**config.mk**
```make
export PLATFORM = sky130hd
export DESIGN_NAME = presence_latch_qualifier_core
export DESIGN_NICKNAME = d
export VERILOG_FILES = /design/src/plq_pkg.sv /design/src/plq_cfg_regs.sv /design/src/plq_phase_ctrl.sv /design/src/presence_latch_qualifier_core.sv
export SDC_FILE = /design/constraint.sdc
export NUM_CORES = 1
export LEC_CHECK = 0
export BUFFER_PORTS_ARGS = -buffer_cell sky130_fd_sc_hd__buf_4
export CAP_MARGIN = 20
export CORE_MARGIN = 5
export CORE_UTILIZATION = 60
export CTS_CLUSTER_DIAMETER = 200
export DETAILED_ROUTE_END_ITERATION = 10
export HOLD_SLACK_MARGIN = 0.05
export PLACE_DENSITY = 0.86
export SYNTH_ARGS = -nofsm -noshare
export SYNTH_HDL_FRONTEND = slang
export SYNTH_SLANG_ARGS = --single-unit
```
**constraint.sdc**
```tcl
create_clock -name clk -period 6.84 [get_ports clk]
set_input_delay 0 -clock clk [delete_from_list [all_inputs] [get_ports clk]]
set_output_delay 0 -clock clk [all_outputs]
set_load 0.02 [all_outputs]
```
**src/plq_pkg.sv**
```systemverilog
`timescale 1ns / 1ps
// ----------------------------------------------------------------------------
// plq_pkg: shared types and constants of the presence latch qualifier
// Phase and clear-cause codes, register indexes, reset values, word layout.
// ----------------------------------------------------------------------------
package plq_pkg;

	localparam int COUNT_WIDTH_DEF = 16;
	localparam int CFG_W           = 16;
	localparam int DIST_W          = 16;
	localparam int CFG_IDX_W       = 3;
	localparam int OUT_DATA_W      = 8;

	typedef enum logic [1:0] {
		PH_WAIT = 2'd0,
		PH_CONF = 2'd1,
		PH_MON  = 2'd2,
		PH_COOL = 2'd3
	} plq_phase_t;

	typedef enum logic [1:0] {
		CAUSE_NONE    = 2'd0,
		CAUSE_ABSENCE = 2'd1,
		CAUSE_MAXTIME = 2'd2
	} plq_cause_t;

	typedef enum logic [CFG_IDX_W-1:0] {
		REG_THRESHOLD = 3'd0,
		REG_DETECT    = 3'd1,
		REG_MIN_HOLD  = 3'd2,
		REG_ABSENCE   = 3'd3,
		REG_MAX_HOLD  = 3'd4,
		REG_COOLDOWN  = 3'd5
	} plq_reg_idx_t;

	localparam logic [CFG_W-1:0] RST_THRESHOLD = 16'd500;
	localparam logic [CFG_W-1:0] RST_DETECT    = 16'd5;
	localparam logic [CFG_W-1:0] RST_MIN_HOLD  = 16'd50;
	localparam logic [CFG_W-1:0] RST_ABSENCE   = 16'd15;
	localparam logic [CFG_W-1:0] RST_MAX_HOLD  = 16'd300;
	localparam logic [CFG_W-1:0] RST_COOLDOWN  = 16'd50;

	typedef struct packed {
		logic [CFG_W-1:0] distance_threshold;
		logic [CFG_W-1:0] detect_count;
		logic [CFG_W-1:0] min_hold_count;
		logic [CFG_W-1:0] absence_count;
		logic [CFG_W-1:0] max_hold_count;
		logic [CFG_W-1:0] cooldown_count;
	} plq_cfg_t;

	typedef struct packed {
		plq_phase_t phase;
		plq_cause_t clear_cause;
		logic       flag_set_pulse;
		logic       presence_flag;
	} plq_result_t;

endpackage

```
**src/plq_cfg_regs.sv**
```systemverilog
`timescale 1ns / 1ps
// ----------------------------------------------------------------------------
// plq_cfg_regs: configuration register file
// Six 16-bit registers written by index; unknown indexes are dropped.
// ----------------------------------------------------------------------------
module plq_cfg_regs
	import plq_pkg::*;
(
	input  logic                 clk,
	input  logic                 arst_n,
	input  logic                 wr_en,
	input  logic [CFG_IDX_W-1:0] wr_index,
	input  logic [CFG_W-1:0]     wr_data,
	output plq_cfg_t             cfg
);

	plq_cfg_t cfg_q;

	always_ff @(posedge clk or negedge arst_n) begin
		if (!arst_n) begin
			cfg_q.distance_threshold <= RST_THRESHOLD;
			cfg_q.detect_count       <= RST_DETECT;
			cfg_q.min_hold_count     <= RST_MIN_HOLD;
			cfg_q.absence_count      <= RST_ABSENCE;
			cfg_q.max_hold_count     <= RST_MAX_HOLD;
			cfg_q.cooldown_count     <= RST_COOLDOWN;
		end else if (wr_en) begin
			unique case (wr_index)
				REG_THRESHOLD: cfg_q.distance_threshold <= wr_data;
				REG_DETECT:    cfg_q.detect_count       <= wr_data;
				REG_MIN_HOLD:  cfg_q.min_hold_count     <= wr_data;
				REG_ABSENCE:   cfg_q.absence_count      <= wr_data;
				REG_MAX_HOLD:  cfg_q.max_hold_count     <= wr_data;
				REG_COOLDOWN:  cfg_q.cooldown_count     <= wr_data;
				default:       ;
			endcase
		end
	end

	assign cfg = cfg_q;

endmodule

```
**src/plq_phase_ctrl.sv**
```systemverilog
`timescale 1ns / 1ps
// ----------------------------------------------------------------------------
// plq_phase_ctrl: four-phase presence controller
// Phase register, saturating run counters and the per-sample result.
// ----------------------------------------------------------------------------
module plq_phase_ctrl
	import plq_pkg::*;
#(
	parameter int COUNT_WIDTH = COUNT_WIDTH_DEF
) (
	input  logic              clk,
	input  logic              arst_n,
	input  logic              step,
	input  logic [DIST_W-1:0] distance_mm,
	input  plq_cfg_t          cfg,
	output plq_result_t       result
);

	localparam int CMP_W = (COUNT_WIDTH > CFG_W) ? COUNT_WIDTH : CFG_W;

	plq_phase_t phase_q, phase_d;
	logic [COUNT_WIDTH-1:0] near_q, active_q, far_q, cool_q;
	logic [COUNT_WIDTH-1:0] near_d, active_d, far_d, cool_d;
	logic [COUNT_WIDTH-1:0] near_inc, active_inc, far_inc, cool_inc;
	logic is_near, is_far;
	logic near_hit, min_hit, max_hit, far_hit, cool_hit;
	logic pulse;
	plq_cause_t cause;

	function automatic logic [COUNT_WIDTH-1:0] sat_inc(input logic [COUNT_WIDTH-1:0] v);
		return (&v) ? v : v + COUNT_WIDTH'(1);
	endfunction

	function automatic logic reached(input logic [COUNT_WIDTH-1:0] cnt,
	                                 input logic [CFG_W-1:0] lim);
		return CMP_W'(cnt) >= CMP_W'(lim);
	endfunction

	assign is_near = distance_mm < cfg.distance_threshold;
	assign is_far  = distance_mm > cfg.distance_threshold;

	assign near_inc   = is_near ? sat_inc(near_q) : '0;
	assign active_inc = sat_inc(active_q);
	assign far_inc    = is_far ? sat_inc(far_q) : '0;
	assign cool_inc   = sat_inc(cool_q);

	assign near_hit = reached(near_inc, cfg.detect_count);
	assign min_hit  = reached(active_inc, cfg.min_hold_count);
	assign max_hit  = reached(active_inc, cfg.max_hold_count);
	assign far_hit  = reached(far_inc, cfg.absence_count);
	assign cool_hit = reached(cool_inc, cfg.cooldown_count);

	// Next phase; max time wins over both the minimum hold and absence.
	always_comb begin
		phase_d = phase_q;
		unique case (phase_q)
			PH_WAIT: if (near_hit) phase_d = PH_CONF;
			PH_CONF: begin
				if (max_hit)      phase_d = PH_COOL;
				else if (min_hit) phase_d = PH_MON;
			end
			PH_MON:  if (max_hit || far_hit) phase_d = PH_COOL;
			PH_COOL: if (cool_hit) phase_d = PH_WAIT;
			default: phase_d = PH_WAIT;
		endcase
	end

	// Counter updates and the sample's pulse and clear cause.
	always_comb begin
		near_d   = near_q;
		active_d = active_q;
		far_d    = far_q;
		cool_d   = cool_q;
		pulse    = 1'b0;
		cause    = CAUSE_NONE;
		unique case (phase_q)
			PH_WAIT: begin
				if (near_hit) begin
					near_d   = '0;
					active_d = '0;
					pulse    = 1'b1;
				end else begin
					near_d = near_inc;
				end
			end
			PH_CONF: begin
				active_d = active_inc;
				if (min_hit) far_d = '0;
				if (max_hit) begin
					cool_d = '0;
					cause  = CAUSE_MAXTIME;
				end
			end
			PH_MON: begin
				active_d = active_inc;
				far_d    = far_inc;
				if (max_hit) begin
					cool_d = '0;
					cause  = CAUSE_MAXTIME;
				end else if (far_hit) begin
					cool_d = '0;
					cause  = CAUSE_ABSENCE;
				end
			end
			PH_COOL: begin
				cool_d = cool_inc;
				if (cool_hit) near_d = '0;
			end
			default: ;
		endcase
	end

	always_ff @(posedge clk or negedge arst_n) begin
		if (!arst_n) begin
			phase_q  <= PH_WAIT;
			near_q   <= '0;
			active_q <= '0;
			far_q    <= '0;
			cool_q   <= '0;
		end else if (step) begin
			phase_q  <= phase_d;
			near_q   <= near_d;
			active_q <= active_d;
			far_q    <= far_d;
			cool_q   <= cool_d;
		end
	end

	assign result.phase          = phase_d;
	assign result.clear_cause    = cause;
	assign result.flag_set_pulse = pulse;
	assign result.presence_flag  = (phase_d == PH_CONF) || (phase_d == PH_MON);

endmodule

```
**src/presence_latch_qualifier_core.sv**
```systemverilog
`timescale 1ns / 1ps
// Path: an input word is captured in the input register, then its result word is
//   loaded into the result register and shown on m_tdata.
// Throughput: one sample per cycle while the sink accepts results; the phase controller
//   updates its state in the same cycle that it forms the result, so samples wait only on a stalled sink.
// Reset: arst_n clears both stream stages, the phase (waiting) and all run
//   counters, and loads every configuration register with its default value.
// ----------------------------------------------------------------------------
// presence_latch_qualifier_core: range-based presence qualifier
// Input register, phase controller and result register with stream handshakes.
// ----------------------------------------------------------------------------
module presence_latch_qualifier_core
	import plq_pkg::*;
#(
	parameter int COUNT_WIDTH = COUNT_WIDTH_DEF
) (
	input  logic                  clk,
	input  logic                  arst_n,
	// Sample stream
	input  logic                  s_tvalid,
	output logic                  s_tready,
	input  logic [DIST_W-1:0]     s_tdata,    // [15:0] distance_mm
	// Result stream
	output logic                  m_tvalid,
	input  logic                  m_tready,
	output logic [OUT_DATA_W-1:0] m_tdata,    // [0] presence_flag, [1] flag_set_pulse,
	                                          // [3:2] clear_cause, [5:4] phase, [7:6] zero
	// Configuration write channel
	input  logic                  cfg_valid,
	output logic                  cfg_ready,
	input  logic [CFG_IDX_W-1:0]  cfg_index,
	input  logic [CFG_W-1:0]      cfg_data
);

	plq_cfg_t              cfg;
	plq_result_t           result;
	logic                  in_valid_s1;
	logic [DIST_W-1:0]     dist_s1;
	logic                  out_valid_s2;
	plq_result_t           result_s2;
	logic                  advance;

	// Registers are always writable; software is to write only while the block is idle, which the block does not enforce.
	assign cfg_ready = 1'b1;

	plq_cfg_regs u_cfg_regs (
		.clk      (clk),
		.arst_n   (arst_n),
		.wr_en    (cfg_valid & cfg_ready),
		.wr_index (cfg_index),
		.wr_data  (cfg_data),
		.cfg      (cfg)
	);

	// Process the held sample when the result register is empty or draining.
	assign advance  = in_valid_s1 && (!out_valid_s2 || m_tready);
	// Take a new word whenever the input stage is empty or moves on this cycle.
	assign s_tready = !in_valid_s1 || advance;

	always_ff @(posedge clk or negedge arst_n) begin
		if (!arst_n) begin
			in_valid_s1 <= 1'b0;
		end else if (s_tready) begin
			in_valid_s1 <= s_tvalid;
		end
	end

	always_ff @(posedge clk) begin
		if (s_tready && s_tvalid) begin
			dist_s1 <= s_tdata;
		end
	end

	plq_phase_ctrl #(
		.COUNT_WIDTH (COUNT_WIDTH)
	) u_phase_ctrl (
		.clk         (clk),
		.arst_n      (arst_n),
		.step        (advance),
		.distance_mm (dist_s1),
		.cfg         (cfg),
		.result      (result)
	);

	// Result register: load on advance, hold while the sink stalls.
	always_ff @(posedge clk or negedge arst_n) begin
		if (!arst_n) begin
			out_valid_s2 <= 1'b0;
		end else if (advance) begin
			out_valid_s2 <= 1'b1;
		end else if (m_tready) begin
			out_valid_s2 <= 1'b0;
		end
	end

	always_ff @(posedge clk) begin
		if (advance) begin
			result_s2 <= result;
		end
	end

	assign m_tvalid = out_valid_s2;
	assign m_tdata  = OUT_DATA_W'(result_s2);

endmodule
```
==> metrics.md <==
| Metric | Value |
|---|---|
| First-pass DRT Iterations | 6 |
| Seq pwr share | 0.402 |
| Async S/R FF share, synth | 0.882 |
| Worst rel slew slack | 0.380 |
| Fillers | 1241 |
| Post-synth cell types | 74 |
| Placed insts | 1448 |
| Initial antenna violation count | 0 |
| Final period util | 0.766 |
| Clk slew on worst S/H paths | 90 ps |
| Depth of the CTS H-tree | 4 |
| Switching share of power | 0.370 |
| Pleak | 0.00577 uW |
| Total gr overflow | 0 |
| Crit Path Max Fanout | 26 |
| Max Cap Viol | 0 |
| Worst flop-to-flop path startpoint | u_cfg_regs.cfg[93] |
| Nets | 1413 |
| Logic pwr share | 0.300 |
| Die area | 21500 sq um |
| Post-Synthesis Cells | 1201 |
| Final instance area | 12800 sq um |
| Outcome | complete, no violations |
| Die Ht | 147 um |
| #FFs+latches synth | 186 |
| Clock root cell | clkbuf_16 |
| Final setup vio count | 0 |
| Worst path max stage delay | 570 ps |
| Largest net degree at the start of global routing | 101 |
| Psw | 1310 uW |
| Mapped Area | 11200 sq um |
| Critical Path AT | 5570 ps |
| Critical-path top delay cell | a211o_1 |
| I/O Buffers | 47 |
| GRT Util Overall | 0.281 |
| Hold Vio Cnt, Final | 0 |
| Register area share after synthesis | 0.427 |
| Syn_area_per_cell | 9.34 sq um |
| Drt drc | 0 |
| Most frequent cells in the layout | dfrtp_1 (142), nand2_1 (135), inv_1 (110) |
| Pwr Density | 277 nW/um^2 |
| GPL Wtd Cong | 0.929 |
| Top Ports | 51 |
| Worst R2R Setup Slack | 1600 ps |
| Clock power frac | 0.297 |
| Core area | 18600 sq um |
| Overall die width | 147 um |
| Dpl hpwl | 19.5 mm |
| Worst path buffer plus inverter count | 1 |
| Top_reg_cell synth | dfrtp_1 |
| CP Launch Type | register |
| HP Class | input port to register |
| Int Pwr | 2230 uW |
| Iter 0 DRT Violations | 924 |
| Area Growth Syn to Fin | 13.8% |
| Ant diodes | 0 |
| Family with the most delay on the worst path | simple AND/OR/NAND/NOR gates |
| Avg WL per Cell | 19.8 um |
| Final setup margin | 1600 ps |
| CP startpoint | u_cfg_regs.cfg[93] |
| Final core utilization | 0.687 |
| Avg Vias per Cell | 6.30 |
| Clk sinks | 186 |
| Cell Rows | 50 |
| Maximum vdd drop | 0.206 mV |
| Max Slew Vio Count | 0 |
| CTS tree | built |
| Layout Cells excl Fill | 1516 |
| Synth Warn # | 0 |
| RSZ-0062 raised after global routing | false |
| Worst slack, placed | 1670 ps |
| CP cell instances | inv_1 -> ha_1 -> nand4_1 -> or3_1 -> a211o_1 -> o211a_2 -> or2_2 -> nor3_1 -> ha_1 -> nand4_1 -> nor4_1 -> a31oi_1 -> a31o_1 -> a211o_1 -> or2_0 -> o41ai_1 |
| Crit Path Class | register to register |
| Clock Skews | 12.9 ps |
| Setup_tns | 0 ps |
| Worst R2R Path Depth | 16 |
| Reg2Reg Capture Point | u_phase_ctrl.cool_q[7] |
| Post-synth EDFFs | 22 |
| Final WL | 30.0 mm |
| Min cycle time layout | 5240 ps |
| Dpl cell area | 11800 sq um |
| Final ANT Viol Nets | 0 |
| Worst-Margin Slew | 925 ps |
| Fmax | 191 MHz |
| Vias in the first global route | 9437 |
| Layout cells sized above 1 | 0.126 |
| DR vias | 9554 |
| Endpoint type of the worst setup path | register |
| Crit path capture | u_phase_ctrl.cool_q[7] |
| Req. time, crit path | 7170 ps |
| CTS Buffer Depth | 2 |
| Most common cell after layout, fill and taps aside | dfrtp_1 |
| Post-CTS Setup Bufs | 0 |
| Clk Latency, worst-skew pair | 460 ps |
| CTS Buf Count | 17 |
| Crit path depth | 16 |
| First-pass GRT wire length | 48.3 mm |
| Initial Utilization | 0.604 |
cells in the mapped netlist (3+ instances only):
cell type / instances / area share
edfxtp_1: 22 / 0.059
nand4_1: 24 / 0.013
buf_4: 3 / 0.0020
or2_2: 5 / 0.0028
o2111ai_1: 3 / 0.0023
inv_1: 110 / 0.037
a21oi_1: 52 / 0.023
nand2b_1: 14 / 0.0078
a31oi_1: 34 / 0.019
o21a_1: 7 / 0.0047
and4_1: 4 / 0.0031
nor3b_1: 3 / 0.0020
xor2_1: 12 / 0.0094
or3_1: 6 / 0.0033
a211o_1: 4 / 0.0031
o21ai_0: 103 / 0.046
a211oi_1: 8 / 0.0054
nand3b_1: 7 / 0.0047
and2_1: 11 / 0.0061
o31ai_1: 11 / 0.0074
ha_1: 104 / 0.12
mux2i_1: 3 / 0.0027
nor3_1: 16 / 0.0071
nand3_1: 36 / 0.016
o211ai_1: 4 / 0.0027
mux2_2: 37 / 0.037
clkbuf_1: 34 / 0.011
dfrtp_1: 142 / 0.32
a21o_1: 9 / 0.0060
a22o_1: 17 / 0.013
o21ai_1: 3 / 0.0013
buf_2: 4 / 0.0018
a41oi_1: 4 / 0.0031
dfstp_2: 22 / 0.052
xnor2_1: 35 / 0.027
nor4_1: 7 / 0.0039
and3_1: 21 / 0.012
nor2_1: 77 / 0.026
nand2_1: 135 / 0.045
o41ai_1: 5 / 0.0039
nand4b_1: 4 / 0.0031
metal layers:
layer | track usage | vias up | part of all wire
met2 | 0.471 | 435 | 0.49
li1 | - | 4401 | -
met1 | 0.343 | 4602 | 0.39
met3 | 0.0552 | 116 | 0.068
met5 | 0 | - | 0
met4 | 0.152 | 0 | 0.051
sequential cells by signal (all words and copies together) (netlist names):
name	count
in_valid_s1	1
m_tdata	6
u_phase_ctrl.cool_q	16
dist_s1	16
u_phase_ctrl.far_q	16
u_phase_ctrl.phase_q	2
u_cfg_regs.cfg	96
m_tvalid	1
u_phase_ctrl.active_q	16
u_phase_ctrl.near_q	16
cells by family after synthesis:
group / count (synthesis) / synth area share
and+or+nand+nor: 379 / 0.164
xor gates and xnor gates: 47 / 0.0367
other: 2 / 0.000670
DFF: 186 / 0.427
adders and majority gates: 104 / 0.116
AOI/OAI and AO/OA: 288 / 0.161
buffers and inverters: 155 / 0.0547
muxes: 40 / 0.0398
worst reg2reg max path: stages (launching register included):
cell and delay (ps):
dfrtp_1 370, inv_1 80, ha_1 330, nand4_1 200, or3_1 440, a211o_1 270
o211a_2 310, or2_2 500, nor3_1 240, ha_1 170, nand4_1 120, nor4_1 290
a31oi_1 170, a31o_1 250, a211o_1 570, or2_0 460, o41ai_1 340
how the worst min path moves through the flow:
stage / from / end / slack (ps) / depth (start not counted)
6_report: cfg_index[1] / u_cfg_regs.cfg[87] / 130 / 5
5_1_grt: cfg_index[1] / u_cfg_regs.cfg[87] / 150 / 5
4_1_cts: cfg_index[1] / u_cfg_regs.cfg[86] / 100 / 5
3_5_place_dp: arst_n / u_phase_ctrl.far_q[10] / 160 / 1
3_3_place_gp: arst_n / u_phase_ctrl.far_q[10] / 150 / 1
2_1_floorplan: arst_n / in_valid_s1 / -300 / 0
power by group through the flow:
| stage | clock [uW] | sequential, uW | combinational, uW |
|---|---|---|---|
| 2_1_floorplan | 0 | 1410 | 706 |
| 5_1_grt | 1110 | 1440 | 1170 |
| 4_1_cts | 1050 | 1420 | 1030 |
| 3_5_place_dp | 0 | 1430 | 987 |
| 6_report | 1050 | 1420 | 1060 |
| 3_3_place_gp | 0 | 1420 | 943 |
metrics by stage:
step	power [uW]	hold WS [ps]
after floorplan	2120	-296
after global placement	2370	148
after detailed placement	2420	158
after CTS	3500	95.4
after global routing	3720	147
final	3540	126
final cells by class:
type                    instances  area, sq um  area share
repair buffers                 92          785      0.0614
clock inverters                15          220      0.0172
flip-flops and latches        186         4790       0.375
clock buffers                  17          425      0.0333
well taps                     234          293      0.0229
multi-input cells             861         5840       0.457
inverters                     111          417      0.0326
what timing repair did:
item                                   CTS  global route
gates resized for setup                  0             0
hold buffers                            36             0
endpoints found under the hold margin  207             0
Power figures use the tool's default switching activity.
